File: config.mk
export PLATFORM = sky130hd
export DESIGN_NAME = circular_deque_unit_flat
export DESIGN_NICKNAME = d
export VERILOG_FILES = /design/src/rtl/cdq_pkg.sv /design/src/rtl/cdq_req_if.sv /design/src/rtl/cdq_rsp_if.sv /design/src/rtl/cdq_ram.sv /design/src/rtl/circular_deque_unit.sv /design/src/flat_wrapper.sv
export SDC_FILE = /design/constraint.sdc
export NUM_CORES = 1
export LEC_CHECK = 0
export ABC_AREA = 1
export BUFFER_PORTS_ARGS = -buffer_cell sky130_fd_sc_hd__buf_4
export CAP_MARGIN = 20
export CORE_MARGIN = 2
export CORE_UTILIZATION = 35
export CTS_CLUSTER_SIZE = 12
export DETAILED_ROUTE_END_ITERATION = 10
export HOLD_SLACK_MARGIN = 0.05
export PLACE_DENSITY = 0.49
export SKIP_CTS_REPAIR_TIMING = 1
export SYNTH_ARGS = -nofsm -noshare
export SYNTH_HDL_FRONTEND = slang
export SYNTH_SLANG_ARGS = --single-unit
File: constraint.sdc
create_clock -name clk -period 9.46 [get_ports clk]
set_input_delay 2.365 -clock clk [delete_from_list [all_inputs] [get_ports clk]]
set_output_delay 2.365 -clock clk [all_outputs]
set_load 0.005 [all_outputs]
File: src/rtl/cdq_pkg.sv
package cdq_pkg;

  localparam int MAX_DEPTH = 16;
  localparam int VALUE_W   = 32;
  localparam int IDX_W     = $clog2(MAX_DEPTH);
  localparam int CNT_W     = $clog2(MAX_DEPTH + 1);
  localparam int CAP_W     = 5;
  localparam int CMD_W     = 3;
  localparam int ADDR_W    = 3;
  localparam int PDATA_W   = 32;

  localparam logic [CMD_W-1:0] CMD_PUSH_FRONT = 3'd0;
  localparam logic [CMD_W-1:0] CMD_PUSH_BACK  = 3'd1;
  localparam logic [CMD_W-1:0] CMD_POP_FRONT  = 3'd2;
  localparam logic [CMD_W-1:0] CMD_POP_BACK   = 3'd3;
  localparam logic [CMD_W-1:0] CMD_QUERY      = 3'd4;

  localparam logic [0:0] REG_CAPACITY = 1'b0;

  localparam logic [CAP_W-1:0] CAP_MAX   = CAP_W'(MAX_DEPTH);
  localparam logic [CAP_W-1:0] CAP_RESET = CAP_W'(16);

  function automatic logic [CAP_W-1:0] clamp_cap(input logic [CAP_W-1:0] v);
    logic [CAP_W-1:0] r;
    r = v;
    if (v == '0) begin
      r = CAP_W'(1);
    end else if (v > CAP_MAX) begin
      r = CAP_MAX;
    end
    return r;
  endfunction

endpackage

File: src/rtl/cdq_req_if.sv
interface cdq_req_if
  import cdq_pkg::*;
();
  logic                      valid;
  logic                      ready;
  logic [CMD_W-1:0]          command;
  logic signed [VALUE_W-1:0] item_value;

  modport source (output valid, output command, output item_value, input ready);
  modport sink (input valid, input command, input item_value, output ready);
endinterface

File: src/rtl/cdq_rsp_if.sv
interface cdq_rsp_if
  import cdq_pkg::*;
();
  logic                      valid;
  logic                      ready;
  logic                      accepted;
  logic signed [VALUE_W-1:0] front_value;
  logic signed [VALUE_W-1:0] rear_value;
  logic                      is_empty;
  logic                      is_full;

  modport source (
    output valid, output accepted, output front_value, output rear_value,
    output is_empty, output is_full, input ready
  );
  modport sink (
    input valid, input accepted, input front_value, input rear_value,
    input is_empty, input is_full, output ready
  );
endinterface

File: src/rtl/cdq_ram.sv
module cdq_ram #(
  parameter int WIDTH = 32,
  parameter int DEPTH = 16
) (
  input  logic                     clk,
  input  logic                     we,
  input  logic [$clog2(DEPTH)-1:0] waddr,
  input  logic [WIDTH-1:0]         wdata,
  input  logic [$clog2(DEPTH)-1:0] raddr,
  output logic [WIDTH-1:0]         rdata
);
  logic [WIDTH-1:0] mem [DEPTH];

  always_ff @(posedge clk) begin
    if (we) begin
      mem[waddr] <= wdata;
    end
    rdata <= mem[raddr];
  end
endmodule

File: src/rtl/circular_deque_unit.sv
// channel  dir  payload                                                 transfer
// req      in   command, item_value                                     valid & ready
// rsp      out  accepted, front_value, rear_value, is_empty, is_full    valid & ready
// cfg      in   apb write of capacity at byte address 0                 psel & penable & pwrite
//
// per item: the accept cycle updates indices, writes the entry ram and issues
// the front and rear reads; the read state loads the registered ram data into
// the response register when it can. ram writes forward into a same-entry read.
// synchronous reset empties the deque and sets capacity to 16; no ram clear.
// req stalls while an item is in flight or its response cannot be loaded.
module circular_deque_unit
  import cdq_pkg::*;
(
  input  logic               clk,
  input  logic               rst,
  cdq_req_if.sink            req,
  cdq_rsp_if.source          rsp,
  input  logic               psel,
  input  logic               penable,
  input  logic               pwrite,
  input  logic [ADDR_W-1:0]  paddr,
  input  logic [PDATA_W-1:0] pwdata,
  output logic [PDATA_W-1:0] prdata,
  output logic               pready
);
  localparam logic ST_IDLE = 1'b0;
  localparam logic ST_READ = 1'b1;

  logic             state;
  logic [CAP_W-1:0] capacity;
  logic [IDX_W-1:0] front_index, front_index_next;
  logic [IDX_W-1:0] rear_index, rear_index_next;
  logic [CNT_W-1:0] entry_count, entry_count_next;

  logic               acc_q, empty_q, full_q, fwd_front, fwd_rear;
  logic [VALUE_W-1:0] wdata_q;

  logic               fire, cfg_write, can_load;
  logic               full, empty, acc, we;
  logic [IDX_W-1:0]   waddr, last_index, cap_m1;
  logic [IDX_W-1:0]   front_dec, front_inc, rear_dec, rear_inc;
  logic [CAP_W-1:0]   cap_m1_w;
  logic [VALUE_W-1:0] ram_front, ram_rear, wdata;

  assign fire      = req.valid && req.ready;
  assign req.ready = (state == ST_IDLE);
  assign cfg_write = psel && penable && pwrite && pready;
  assign pready    = 1'b1;
  assign prdata    = (paddr[2] == REG_CAPACITY) ? PDATA_W'(capacity) : '0;
  assign can_load  = !rsp.valid || rsp.ready;

  assign cap_m1_w  = capacity - CAP_W'(1);
  assign cap_m1    = cap_m1_w[IDX_W-1:0];
  assign front_dec = (front_index == '0) ? cap_m1 : front_index - IDX_W'(1);
  assign front_inc = (front_index == cap_m1) ? '0 : front_index + IDX_W'(1);
  assign rear_dec  = (rear_index == '0) ? cap_m1 : rear_index - IDX_W'(1);
  assign rear_inc  = (rear_index == cap_m1) ? '0 : rear_index + IDX_W'(1);
  assign full      = (entry_count >= CNT_W'(capacity));
  assign empty     = (entry_count == '0);
  assign wdata     = req.item_value;

  always_comb begin
    front_index_next = front_index;
    rear_index_next  = rear_index;
    entry_count_next = entry_count;
    acc              = 1'b0;
    we               = 1'b0;
    waddr            = front_dec;
    if (fire) begin
      case (req.command)
        CMD_PUSH_FRONT: begin
          if (!full) begin
            front_index_next = front_dec;
            entry_count_next = entry_count + CNT_W'(1);
            we               = 1'b1;
            waddr            = front_dec;
            acc              = 1'b1;
          end
        end
        CMD_PUSH_BACK: begin
          if (!full) begin
            rear_index_next  = rear_inc;
            entry_count_next = entry_count + CNT_W'(1);
            we               = 1'b1;
            waddr            = rear_index;
            acc              = 1'b1;
          end
        end
        CMD_POP_FRONT: begin
          if (!empty) begin
            front_index_next = front_inc;
            entry_count_next = entry_count - CNT_W'(1);
            acc              = 1'b1;
          end
        end
        CMD_POP_BACK: begin
          if (!empty) begin
            rear_index_next  = rear_dec;
            entry_count_next = entry_count - CNT_W'(1);
            acc              = 1'b1;
          end
        end
        CMD_QUERY: acc = 1'b1;
        default: acc = 1'b0;
      endcase
    end
    last_index = (rear_index_next == '0) ? cap_m1 : rear_index_next - IDX_W'(1);
  end

  cdq_ram #(.WIDTH(VALUE_W), .DEPTH(MAX_DEPTH)) front_ram (
    .clk   (clk),
    .we    (we),
    .waddr (waddr),
    .wdata (wdata),
    .raddr (front_index_next),
    .rdata (ram_front)
  );

  cdq_ram #(.WIDTH(VALUE_W), .DEPTH(MAX_DEPTH)) rear_ram (
    .clk   (clk),
    .we    (we),
    .waddr (waddr),
    .wdata (wdata),
    .raddr (last_index),
    .rdata (ram_rear)
  );

  always_ff @(posedge clk) begin
    if (fire) begin
      acc_q     <= acc;
      empty_q   <= (entry_count_next == '0);
      full_q    <= (entry_count_next >= CNT_W'(capacity));
      fwd_front <= we && (waddr == front_index_next);
      fwd_rear  <= we && (waddr == last_index);
      wdata_q   <= wdata;
    end
    if (state == ST_READ && can_load) begin
      rsp.accepted    <= acc_q;
      rsp.is_empty    <= empty_q;
      rsp.is_full     <= full_q;
      rsp.front_value <= empty_q ? '1 : (fwd_front ? wdata_q : ram_front);
      rsp.rear_value  <= empty_q ? '1 : (fwd_rear ? wdata_q : ram_rear);
    end
  end

  always_ff @(posedge clk) begin
    if (rst) begin
      state       <= ST_IDLE;
      rsp.valid   <= 1'b0;
      capacity    <= clamp_cap(CAP_RESET);
      front_index <= '0;
      rear_index  <= '0;
      entry_count <= '0;
    end else begin
      front_index <= front_index_next;
      rear_index  <= rear_index_next;
      entry_count <= entry_count_next;
      unique case (state)
        ST_IDLE: begin
          if (fire) begin
            state <= ST_READ;
          end
          if (rsp.ready) begin
            rsp.valid <= 1'b0;
          end
        end
        ST_READ: begin
          if (can_load) begin
            rsp.valid <= 1'b1;
            state     <= ST_IDLE;
          end
        end
        default: state <= ST_IDLE;
      endcase
      if (cfg_write && paddr[2] == REG_CAPACITY) begin
        capacity    <= clamp_cap(pwdata[CAP_W-1:0]);
        front_index <= '0;
        rear_index  <= '0;
        entry_count <= '0;
      end
    end
  end
endmodule

File: src/flat_wrapper.sv
// flat-port wrapper written by rule: the top's interface ports become plain ports
module circular_deque_unit_flat import cdq_pkg::*;
  (clk, rst, psel, penable, pwrite, paddr, pwdata, prdata, pready, req_valid, req_command, req_item_value, req_ready, rsp_valid, rsp_accepted, rsp_front_value, rsp_rear_value, rsp_is_empty, rsp_is_full, rsp_ready);
  cdq_req_if req_i ();
  cdq_rsp_if rsp_i ();
  input  logic clk;
  input  logic rst;
  input  logic psel;
  input  logic penable;
  input  logic pwrite;
  input  logic [ADDR_W-1:0] paddr;
  input  logic [PDATA_W-1:0] pwdata;
  output logic [PDATA_W-1:0] prdata;
  output logic pready;
  input wire logic [$bits(req_i.valid)-1:0] req_valid;
  input wire logic [$bits(req_i.command)-1:0] req_command;
  input wire logic [$bits(req_i.item_value)-1:0] req_item_value;
  output wire logic [$bits(req_i.ready)-1:0] req_ready;
  output wire logic [$bits(rsp_i.valid)-1:0] rsp_valid;
  output wire logic [$bits(rsp_i.accepted)-1:0] rsp_accepted;
  output wire logic [$bits(rsp_i.front_value)-1:0] rsp_front_value;
  output wire logic [$bits(rsp_i.rear_value)-1:0] rsp_rear_value;
  output wire logic [$bits(rsp_i.is_empty)-1:0] rsp_is_empty;
  output wire logic [$bits(rsp_i.is_full)-1:0] rsp_is_full;
  input wire logic [$bits(rsp_i.ready)-1:0] rsp_ready;
  assign req_i.valid = req_valid;
  assign req_i.command = req_command;
  assign req_i.item_value = req_item_value;
  assign req_ready = req_i.ready;
  assign rsp_valid = rsp_i.valid;
  assign rsp_accepted = rsp_i.accepted;
  assign rsp_front_value = rsp_i.front_value;
  assign rsp_rear_value = rsp_i.rear_value;
  assign rsp_is_empty = rsp_i.is_empty;
  assign rsp_is_full = rsp_i.is_full;
  assign rsp_i.ready = rsp_ready;
  circular_deque_unit u_core (.clk(clk), .rst(rst), .req(req_i), .rsp(rsp_i), .psel(psel), .penable(penable), .pwrite(pwrite), .paddr(paddr), .pwdata(pwdata), .prdata(prdata), .pready(pready));
endmodule
# After elaboration in Yosys (flattened, before gate mapping)
# Memory sizes are Yosys's and may differ from the RTL's. A register that Yosys moved wholly into a read port is not among the register bits.
# Index checks and enable logic that the tools add are counted.
[word_totals] regBits=124 ramBits=1024 inputBits=77 out_inout_bits=102 elab_cells=100 mem_count=2
[memory_table] memory="u_core.front_ram.mem" words=16 width=32 rd=1 rd_ports_with_merged_regs=1 write_ports=1 line_no="cdq_ram.sv:12" source="logic [WIDTH-1:0] mem [DEPTH];"
[memory_table] memory="u_core.rear_ram.mem" words=16 width=32 rd=1 rd_ports_with_merged_regs=1 write_ports=1 line_no="cdq_ram.sv:12"
[op_classes] add_sub_neg=8 n_lt_le_gt_ge=3 n_eq_ne=10 muxes=38 n_bitwise=2 reduce_logical=20
[op_table] op="$mux W32" n=2
[op_table] op="$mux W4" n=14
[op_table] op="$mux W5" n=6
[op_table] op="$eq A4 B4 Y1" n=4
[op_table] op="$pmux W4 S2" n=2
[op_table] op="$sub A4 B1 Y4 const B" n=4
[op_table] op="$logic_not A5 Y1" n=3
[op_table] op="$logic_not A4 Y1" n=3
[op_table] op="$ge A5 B5 Y1" n=2
[op_table] op="$mux W1" n=10
[op_table] op="$pmux W5 S2" n=1
[op_table] op="$add A4 B1 Y4 const B" n=2
[op_table] op="$logic_and A1 B1 Y1" n=7
[op_table] op="$eq A3 B2 Y1 const B" n=2
[op_table] op="$reduce_or A2 Y1" n=3
[op_table] op="$add A5 B1 Y5 const B" n=1
[op_table] op="$gt A5 B5 Y1 const B" n=1
[op_table] op="$sub A5 B1 Y5 const B" n=1
[op_table] op="$ne A2 B2 Y1 const B" n=2
[op_table] op="$pmux W1 S2" n=2
[op_table] op="$eq A3 B1 Y1 const B" n=1
[op_table] op="$eq A3 B3 Y1 const B" n=1
[op_table] op="$logic_not A3 Y1" n=1
[op_table] op="$pmux W1 S3" n=1
[op_table] op="4 further kinds" n=5

# Longest topological paths before layout
# Gate-level depths: netlist (run 1).
[depth] word_depth=10 depth_mapped=26 ltp_nobuf=24

# Cells and area by module
# Synthesis (run 1) repeated with hierarchy kept, for this count alone.
[unflattened] hier_cells=4998 area_unflattened_um2=52193.8
[by_module_without_submodules] module="cdq_ram (u_core.rear_ram)" n_inst=1 cells_per_inst=2122 area_each_um2=22745.6 seq_area_each_um2=16015.4
[by_module_without_submodules] module="cdq_ram (u_core.front_ram)" n_inst=1 cells_per_inst=2120 area_each_um2=22730.6 seq_area_each_um2=16015.4
[by_module_without_submodules] module="circular_deque_unit" n_inst=1 cells_per_inst=756 area_each_um2=6717.7 seq_area_each_um2=3523.4

# Least setup slack after synthesis (run 1)
# Ideal clock, no wire load.
[synth_path] kind="in2reg" from="in rsp_ready" to="reg u_core.rsp.accepted, enable pin" setup_ps=516 arrival_time_ps=5675 required_time_ps=8944 path_slack_ps=3269 cell_stages=2 n_path_buf=0 cell_sequence="inv_1 -> a21oi_1"
[synth_via] elab_chain_len=2
[synth_lines] item="start: declaration" line_no="flat_wrapper.sv:25" source="input wire logic [$bits(rsp_i.ready)-1:0] rsp_ready;"
[synth_lines] item="$logic_or A1 B1 Y1" line_no="circular_deque_unit.sv:50" source="assign can_load = !rsp.valid || rsp.ready;"
[synth_lines] item="$logic_and A1 B1 Y1" line_no="circular_deque_unit.sv:137" source="if (state == ST_READ && can_load) begin"
[synth_lines] item="end signal: assignment" line_no="circular_deque_unit.sv:138" source="rsp.accepted <= acc_q;"
[synth_lines] item="end: declaration" line_no="cdq_rsp_if.sv:13" source="output valid, output accepted, output front_value, output rear_value,"
# No other way between the ends.
# A chain may end at the register's enable or synchronous reset.

# Final worst setup path (run 1)
[layout_path] from="in req_valid" to="reg u_core.rear_ram.rdata[25] (read register of u_core.rear_ram.mem)"
[layout_via] elab_chain_len=4 elab_cells_between_ends=5 classes_between="1 x add/sub; 2 x mux; 2 x reduce/logical"
[layout_lines] item="start: declaration" line_no="flat_wrapper.sv:15" source="input wire logic [$bits(req_i.valid)-1:0] req_valid;"
[layout_lines] item="$logic_and A1 B1 Y1 *" line_no="circular_deque_unit.sv:45" source="assign fire = req.valid && req.ready;"
[layout_lines] item="via u_core.fire" line_no="circular_deque_unit.sv:38" source="logic fire, cfg_write, can_load;"
[layout_lines] item="$mux W4 *" line_no="circular_deque_unit.sv:69" source="if (fire) begin"
[layout_lines] item="$sub A4 B1 Y4 / $logic_not A4 Y1 (equally long branches)" line_no="circular_deque_unit.sv:107" source="last_index = (rear_index_next == '0) ? cap_m1 : rear_index_next - IDX_W'(1);"
[layout_lines] item="$mux W4 *" line_no="circular_deque_unit.sv:107"
[layout_lines] item="end: declaration" line_no="cdq_ram.sv:10" source="output logic [WIDTH-1:0] rdata"
# Mark *: on every way through the listed nets, which the timed path passes. The rest lies on a longest branch.

==> flow_summary.yaml, run 1 <==
power:
  pwr_density_cell_mw_per_mm2: 204
  leakagePower_nw: 16.4
  largest_voltage_drop_on_the_vdd_net_mv: 0.116
global_routing:
  wire_length_of_the_first_global_routing_pass_um: 165000
  pin_count_of_the_biggest_net_entering_global_routing: 253
  first_global_vias: 25886
  globalRouteOverflowTotal: 0
  globalRouteMet1Util_pct: 28.5
  busiest_layer: "met2"
  gr-usage-met2_pct: 37.3
  antenna_violations_before_repair: 0
  grt_use_total_pct: 21.7
  groute.layer.met3.usage_pct: 2.54
drt:
  detail_route.drc_violations: 0
  routed_wl_um: 111000
  via_count: 26602
  remaining_number_of_nets_flagged_by_the_antenna_check_after_routing: 0
  drt_first_iter_violations: 2038
  dr.pass1.iters: 6
  routed_wire_length_per_instance_um: 21.5
  vias_per_cell: 5.14
timing:
  finalCritPeriodShare_pct: 64.0
  worst_slew_pin_slew_ns: 1.17
  rsz0062_at_grt: "no"
  slew_headroom_pct: 21.9
  finalMaxSlewViolations: 0
  setup_viol: 0
  totalNegativeSetupSlack_ns: 0
  hold_slack_ns: 0.422
  clock-skew-final_ns: 0.0230
  post-route-min-period_ns: 6.06
  hold_viol: 0
  fmaxAchievable_mhz: 165
min_path:
  holdCritPathClass: "register to register"
  hold-path-cell-count: 0
  worstHoldEndpoint: "u_core.rsp.accepted$_DFFE_PP_"
  worstHoldStart: "u_core.acc_q$_DFFE_PP_"
critical_path:
  critical_path_buf_inv_count: 7
  critical_path.slowest_cell: "sky130_fd_sc_hd__nand2_4"
  cp-start-kind: "primary input"
  timing.reg2reg.setup_slack_ns: 3.99
  critical_path.cell_chain: "buf_4 > inv_2 > nor2_4 > inv_2 > nor2_2 > inv_2 > nor2_2 > inv_2 > nand2_1 > nand2_1 > inv_1 > ha_1 > nand3_4 > nor2_8 > nand2_4 > nand2_4 > buf_4 > nand2_1 > nand3_1 > nand3_1 > nand3_1 > nand2_1"
  cp_data_arrival_time_ns: 6.59
  crit_fanout: 76
  timing.critical_path.to_type: "register"
  rr_worst_depth: 23
  crit_type: "primary input to register"
  worstReg2RegEnd: "u_core.rear_ram.rdata[25]$_DFF_P_"
  timing.critical_path.max_delay_family: "simple AND/OR/NAND/NOR gates"
  critical-path-max-stage-delay_ns: 1.00
  required_ns: 10.00
  reg2reg_from: "u_core.capacity[0]$_SDFFE_PP0P_"
finish:
  area.growth.synth_to_final_pct: 13.8
  finalCoreUtilization_pct: 40.0
  final_area_mm2: 0.0393
  finalNonFillerCells: 5173
  layout.cells.most_common_list: "995 x sky130_fd_sc_hd__nand2_1, 806 x sky130_fd_sc_hd__nand3_1, 616 x sky130_fd_sc_hd__edfxtp_1"
  layout-drive-gt1-share_pct: 9.26
  layout.nets: 3915
  layout_commonest_cell: "sky130_fd_sc_hd__nand2_1"
  n_diodes: 0
clock_network:
  cts.sinks: 700
  tritoncts_clock_tree: "yes"
  cts_htree_levels: 3
  cts_inserted_buffers: 79
  clock_tree.buffer_depth: 3
  clock-root-buffer: "sky130_fd_sc_hd__clkbuf_16"
  cts.reportedPaths.clkPinSlew_ns: 0.06
  insertion_delay_ns: 0.65
run_status:
  outcome: "finished, final reports clean"
floorplan:
  die_width_um: 318
  total_number_of_placement_rows: 115
  y_dimension_of_the_die_um: 318
  die-area_mm2: 0.101
  floorplan.initialDensity_pct: 35.2
  core_area_mm2: 0.0981
  num_io_pins: 179
synthesis:
  synthesis.yosys.warnings: 0
  postSynthRegisterBits: 700
  number_of_flops_mapped_to_enable_cells_by_yosys: 616
  synth-seq-area-share_pct: 58.4
  synth_area_per_cell_um2: 9.08
  syn-instance-count: 3802
  share_of_async_settable_or_async_resettable_flops_after_synthesis_pct: 0
  synthesis.area_mm2: 0.0345
  ys.flop_type: "sky130_fd_sc_hd__edfxtp_1"
  netlist-cell-type-count: 43
placement:
  gpl.final_weighted_congestion: 0.810
  placement.io_buffers: 121
  dp_hpwl_um: 58400
  dpl-instance-area_mm2: 0.0366
  dp.cells: 5025
run:
  cap_violations: 0
-- area by class of cell --
cell class / count / area [um^2]
inverters: 587 / 2210
clock inverters: 33 / 368
well taps: 1287 / 1610
repair buffers: 175 / 1400
fillers: 9739 / 58800
clock buffers: 115 / 2280
flip-flops and latches: 700 / 20200
multi-input cells: 2276 / 11200
-- per-stage QoR --
step	setup slack [ns]	power (mW)
3_5_place_dp	2.70	4.95
3_3_place_gp	2.68	4.94
6_report	3.40	8.01
4_1_cts	3.39	8.09
2_1_floorplan	3.27	4.43
5_1_grt	3.09	8.33
-- cell families after synthesis --
logic type / count (synthesis) / synth area share [%]
simple gates: 1893 / 23.8
compound gates: 324 / 6.73
flops: 700 / 58.4
fa+ha+maj: 19 / 0.688
other cells: 2 / 0.0217
buf+inv: 852 / 10.0
xor+xnor: 12 / 0.304
-- power by group --
part | total (mW) | leakage (nW) | switching [mW] | internal, mW
combinational | 1.30 | 8.81 | 0.934 | 0.364
clock | 3.13 | 1.30 | 1.28 | 1.85
sequential | 3.58 | 6.26 | 0.0507 | 3.53
-- worst max path at each step --
stage                    from  cells after the start                           endpoint  slack (ns)
global placement    req_valid                     22  u_core.rear_ram.rdata[22]$_DFF_P_        2.68
finish              req_valid                     22  u_core.rear_ram.rdata[25]$_DFF_P_        3.40
CTS                 req_valid                     22  u_core.rear_ram.rdata[22]$_DFF_P_        3.39
detailed placement  req_valid                     22  u_core.rear_ram.rdata[22]$_DFF_P_        2.70
global route        req_valid                     22  u_core.rear_ram.rdata[17]$_DFF_P_        3.09
floorplan           rsp_ready                      2      u_core.rsp.accepted$_DFFE_PP_        3.27
-- cell usage after synthesis, types with 3 or more instances --
library cell	number	area (um^2)
sky130_fd_sc_hd__inv_2	12	45.0
sky130_fd_sc_hd__clkbuf_1	122	458
sky130_fd_sc_hd__a21oi_1	10	50.1
sky130_fd_sc_hd__nand2_1	1001	3760
sky130_fd_sc_hd__nor2_2	5	31.3
sky130_fd_sc_hd__o21ai_0	28	140
sky130_fd_sc_hd__o21ai_1	6	30.0
sky130_fd_sc_hd__dfxtp_1	84	1680
sky130_fd_sc_hd__o22ai_1	5	31.3
sky130_fd_sc_hd__xnor2_1	3	26.3
sky130_fd_sc_hd__nor3_1	6	30.0
sky130_fd_sc_hd__nand3_1	806	4030
sky130_fd_sc_hd__inv_1	574	2150
sky130_fd_sc_hd__or2_2	3	18.8
sky130_fd_sc_hd__buf_4	39	293
sky130_fd_sc_hd__edfxtp_1	616	18500
sky130_fd_sc_hd__nor2_1	58	218
sky130_fd_sc_hd__xor2_1	9	78.8
sky130_fd_sc_hd__buf_1	21	78.8
sky130_fd_sc_hd__o211ai_1	264	1980
sky130_fd_sc_hd__buf_2	81	405
sky130_fd_sc_hd__ha_1	19	238
sky130_fd_sc_hd__nand4_1	4	25.0
-- metal layers --
layer / share of wire [%] / vias up
met1: 44 / 12821
li1: - / 12757
met3: 5.7 / 187
met4: 2.6 / 0
met2: 48 / 837
met5: 0 / -
-- state kept, by name, summed over array words and instances (netlist names), 4 cells and up --
signal / flops
u_core.rear_index: 4
u_core.front_index: 4
u_core.rsp.rear_value: 32
u_core.entry_count: 5
u_core.capacity: 5
u_core.rsp.front_value: 32
u_core.wdata_q: 32
u_core.rear_ram.rdata: 32
u_core.rear_ram.mem: 512
u_core.front_ram.rdata: 32
(Power assumes the default switching activity.)
==> inputs of run 2 (changes only) <==
==> constraint.sdc (replaced) <==
create_clock -name clk -period 6.3 [get_ports clk]
set_input_delay 1.575 -clock clk [delete_from_list [all_inputs] [get_ports clk]]
set_output_delay 1.575 -clock clk [all_outputs]
set_load 0.005 [all_outputs]
==> run 2 against run 1 <==
Effect of this change: via count is 0.55% higher; clock skew grew 0.015 ns; setup slack lost 2.0 ns; core utilization increased by 0.53 points; non-clock buffer count is 22 higher; first-iteration DRC count is 17% higher; combinational power is 53% higher; die area did not move; clock-buffer cell count fell by 3; global-route usage is 0.15 points higher; clock power rose by 58%; cell area grew 1.3%.
==> flow_summary.yaml, run 2 (synthesis results as in run 1) <==
clock_network:
  tritoncts_clock_tree: "yes"
  cts_htree_levels: 3
  insertion_delay_ns: 0.66
  cts.sinks: 700
  cts.reportedPaths.clkPinSlew_ns: 0.05
  clock-root-buffer: "sky130_fd_sc_hd__clkbuf_16"
  clock_tree.buffer_depth: 3
  cts_inserted_buffers: 82
drt:
  via_count: 26749
  routed_wl_um: 112000
  vias_per_cell: 5.15
  detail_route.drc_violations: 0
  drt_first_iter_violations: 2385
  remaining_number_of_nets_flagged_by_the_antenna_check_after_routing: 0
  routed_wire_length_per_instance_um: 21.5
  dr.pass1.iters: 6
global_routing:
  globalRouteOverflowTotal: 0
  grt_use_total_pct: 21.8
  first_global_vias: 25363
  pin_count_of_the_biggest_net_entering_global_routing: 170
  antenna_violations_before_repair: 1
  wire_length_of_the_first_global_routing_pass_um: 165000
critical_path:
  required_ns: 6.59
  cp_data_arrival_time_ns: 5.16
  timing.critical_path.to_type: "register"
  cp-start-kind: "primary input"
  rr_worst_depth: 22
  crit_fanout: 17
  crit_type: "primary input to register"
  timing.reg2reg.setup_slack_ns: 1.43
floorplan:
  die-area_mm2: 0.101
  y_dimension_of_the_die_um: 318
  floorplan.initialDensity_pct: 35.2
  total_number_of_placement_rows: 115
  num_io_pins: 179
  core_area_mm2: 0.0981
  die_width_um: 318
placement:
  gpl.final_weighted_congestion: 0.802
  dp_hpwl_um: 60200
  placement.io_buffers: 121
finish:
  max_flop_register: "u_core.rear_ram.mem"
  area.growth.synth_to_final_pct: 15.3
  largest_reg_flops: 512
  layout-drive-gt1-share_pct: 9.92
  layout_commonest_cell: "sky130_fd_sc_hd__nand2_1"
  layout.nets: 3940
  layout.cells.most_common_list: "995 x sky130_fd_sc_hd__nand2_1, 806 x sky130_fd_sc_hd__nand3_1, 616 x sky130_fd_sc_hd__edfxtp_1"
  n_diodes: 0
  fillerInstances: 9665
min_path:
  holdCritPathClass: "register to register"
  hold-path-cell-count: 0
power:
  report.power.total_mw: 12.3
  leakagePower_nw: 16.6
  largest_voltage_drop_on_the_vdd_net_mv: 0.199
  pwr_density_cell_mw_per_mm2: 309
timing:
  slew_headroom_pct: 33.5
  worst_slew_pin_slew_ns: 0.998
  totalNegativeSetupSlack_ns: 0
  fmaxAchievable_mhz: 205
  setup_viol: 0
  finalMaxSlewViolations: 0
  clock-skew-final_ns: 0.0384
  rsz0062_at_grt: "no"
  hold_viol: 0
  post-route-min-period_ns: 4.87
  finalCritPeriodShare_pct: 77.3
run_status:
  outcome: "finished, final reports clean"
run:
  cap_violations: 0
[run 2: cell types whose count changed in the layout (fill, tap and decap cells not counted), moves of 3 or more]
cell,previous run,this run
sky130_fd_sc_hd__buf_4,168,172
sky130_fd_sc_hd__clkinv_8,3,0
sky130_fd_sc_hd__clkbuf_1,20,15
sky130_fd_sc_hd__clkbuf_16,80,85
sky130_fd_sc_hd__bufinv_16,6,9
sky130_fd_sc_hd__clkinv_2,13,16
sky130_fd_sc_hd__buf_12,7,25
sky130_fd_sc_hd__clkbuf_8,15,12
[run 2: final timing paths]
path	from	to
setup / recovery	req_command[0]	u_core.rear_ram.mem[0][23]$_DFFE_PP_
hold / removal	u_core.acc_q$_DFFE_PP_	u_core.rsp.accepted$_DFFE_PP_
setup reg to reg	u_core.capacity[0]$_SDFFE_PP0P_	u_core.rear_ram.rdata[20]$_DFF_P_
hold reg to reg	u_core.acc_q$_DFFE_PP_	u_core.rsp.accepted$_DFFE_PP_
[run 2: cell type report]
class,count,area (um^2),area share [%]
clock buffers,112,2350,5.90
clock inverters,39,429,1.08
inverters,587,2210,5.54
multi-input cells,2276,11200,28.2
flip-flops and latches,700,20200,50.7
well taps,1287,1610,4.05
repair buffers,197,1790,4.50
[run 2: power by group]
part	switching (mW)	internal [mW]
registers	0.0780	5.30
clock network	1.95	2.97
logic	1.42	0.574
total	3.45	8.84
[run 2: critical path, cell delays in order]
cell	delay [ns]
sky130_fd_sc_hd__buf_4	0.11
sky130_fd_sc_hd__inv_1	0.06
sky130_fd_sc_hd__nor2_1	0.09
sky130_fd_sc_hd__inv_1	0.05
sky130_fd_sc_hd__nor2_1	0.23
sky130_fd_sc_hd__inv_1	0.07
sky130_fd_sc_hd__nand2_1	0.15
sky130_fd_sc_hd__inv_1	0.09
sky130_fd_sc_hd__nor2_1	0.12
sky130_fd_sc_hd__inv_1	0.08
sky130_fd_sc_hd__nor2_2	0.31
sky130_fd_sc_hd__nand2_1	0.26
sky130_fd_sc_hd__o21ai_1	0.46
sky130_fd_sc_hd__nand3_1	0.44
sky130_fd_sc_hd__nor2_4	0.58
sky130_fd_sc_hd__buf_4	0.45
[run 2: layer usage]
layer	vias up	GRT usage (%)	part of all wire [%]	routed length, um
met1	12790	29.5	44	49300
met3	196	3.01	6.4	7100
li1	12825	-	-	-
met4	2	7.12	2.8	3130
met5	-	0	0.011	12
met2	936	36.1	47	52200
[run 2: through the flow]
step / cell area (um^2) / util, % / worst slack (ns) / hold WS (ns) / std cells
floorplan: 34600 / - / 0.899 / 0.400 / 3828
global placement: 37000 / 37.7 / 0.836 / 0.404 / 5047
detailed placement: 37000 / 37.7 / 0.786 / 0.409 / 5047
CTS: 39800 / 40.6 / 1.43 / 0.422 / 5198
global route: 39800 / 40.6 / 1.09 / 0.425 / 5198
finish: 39800 / 40.6 / 1.43 / 0.421 / 5198
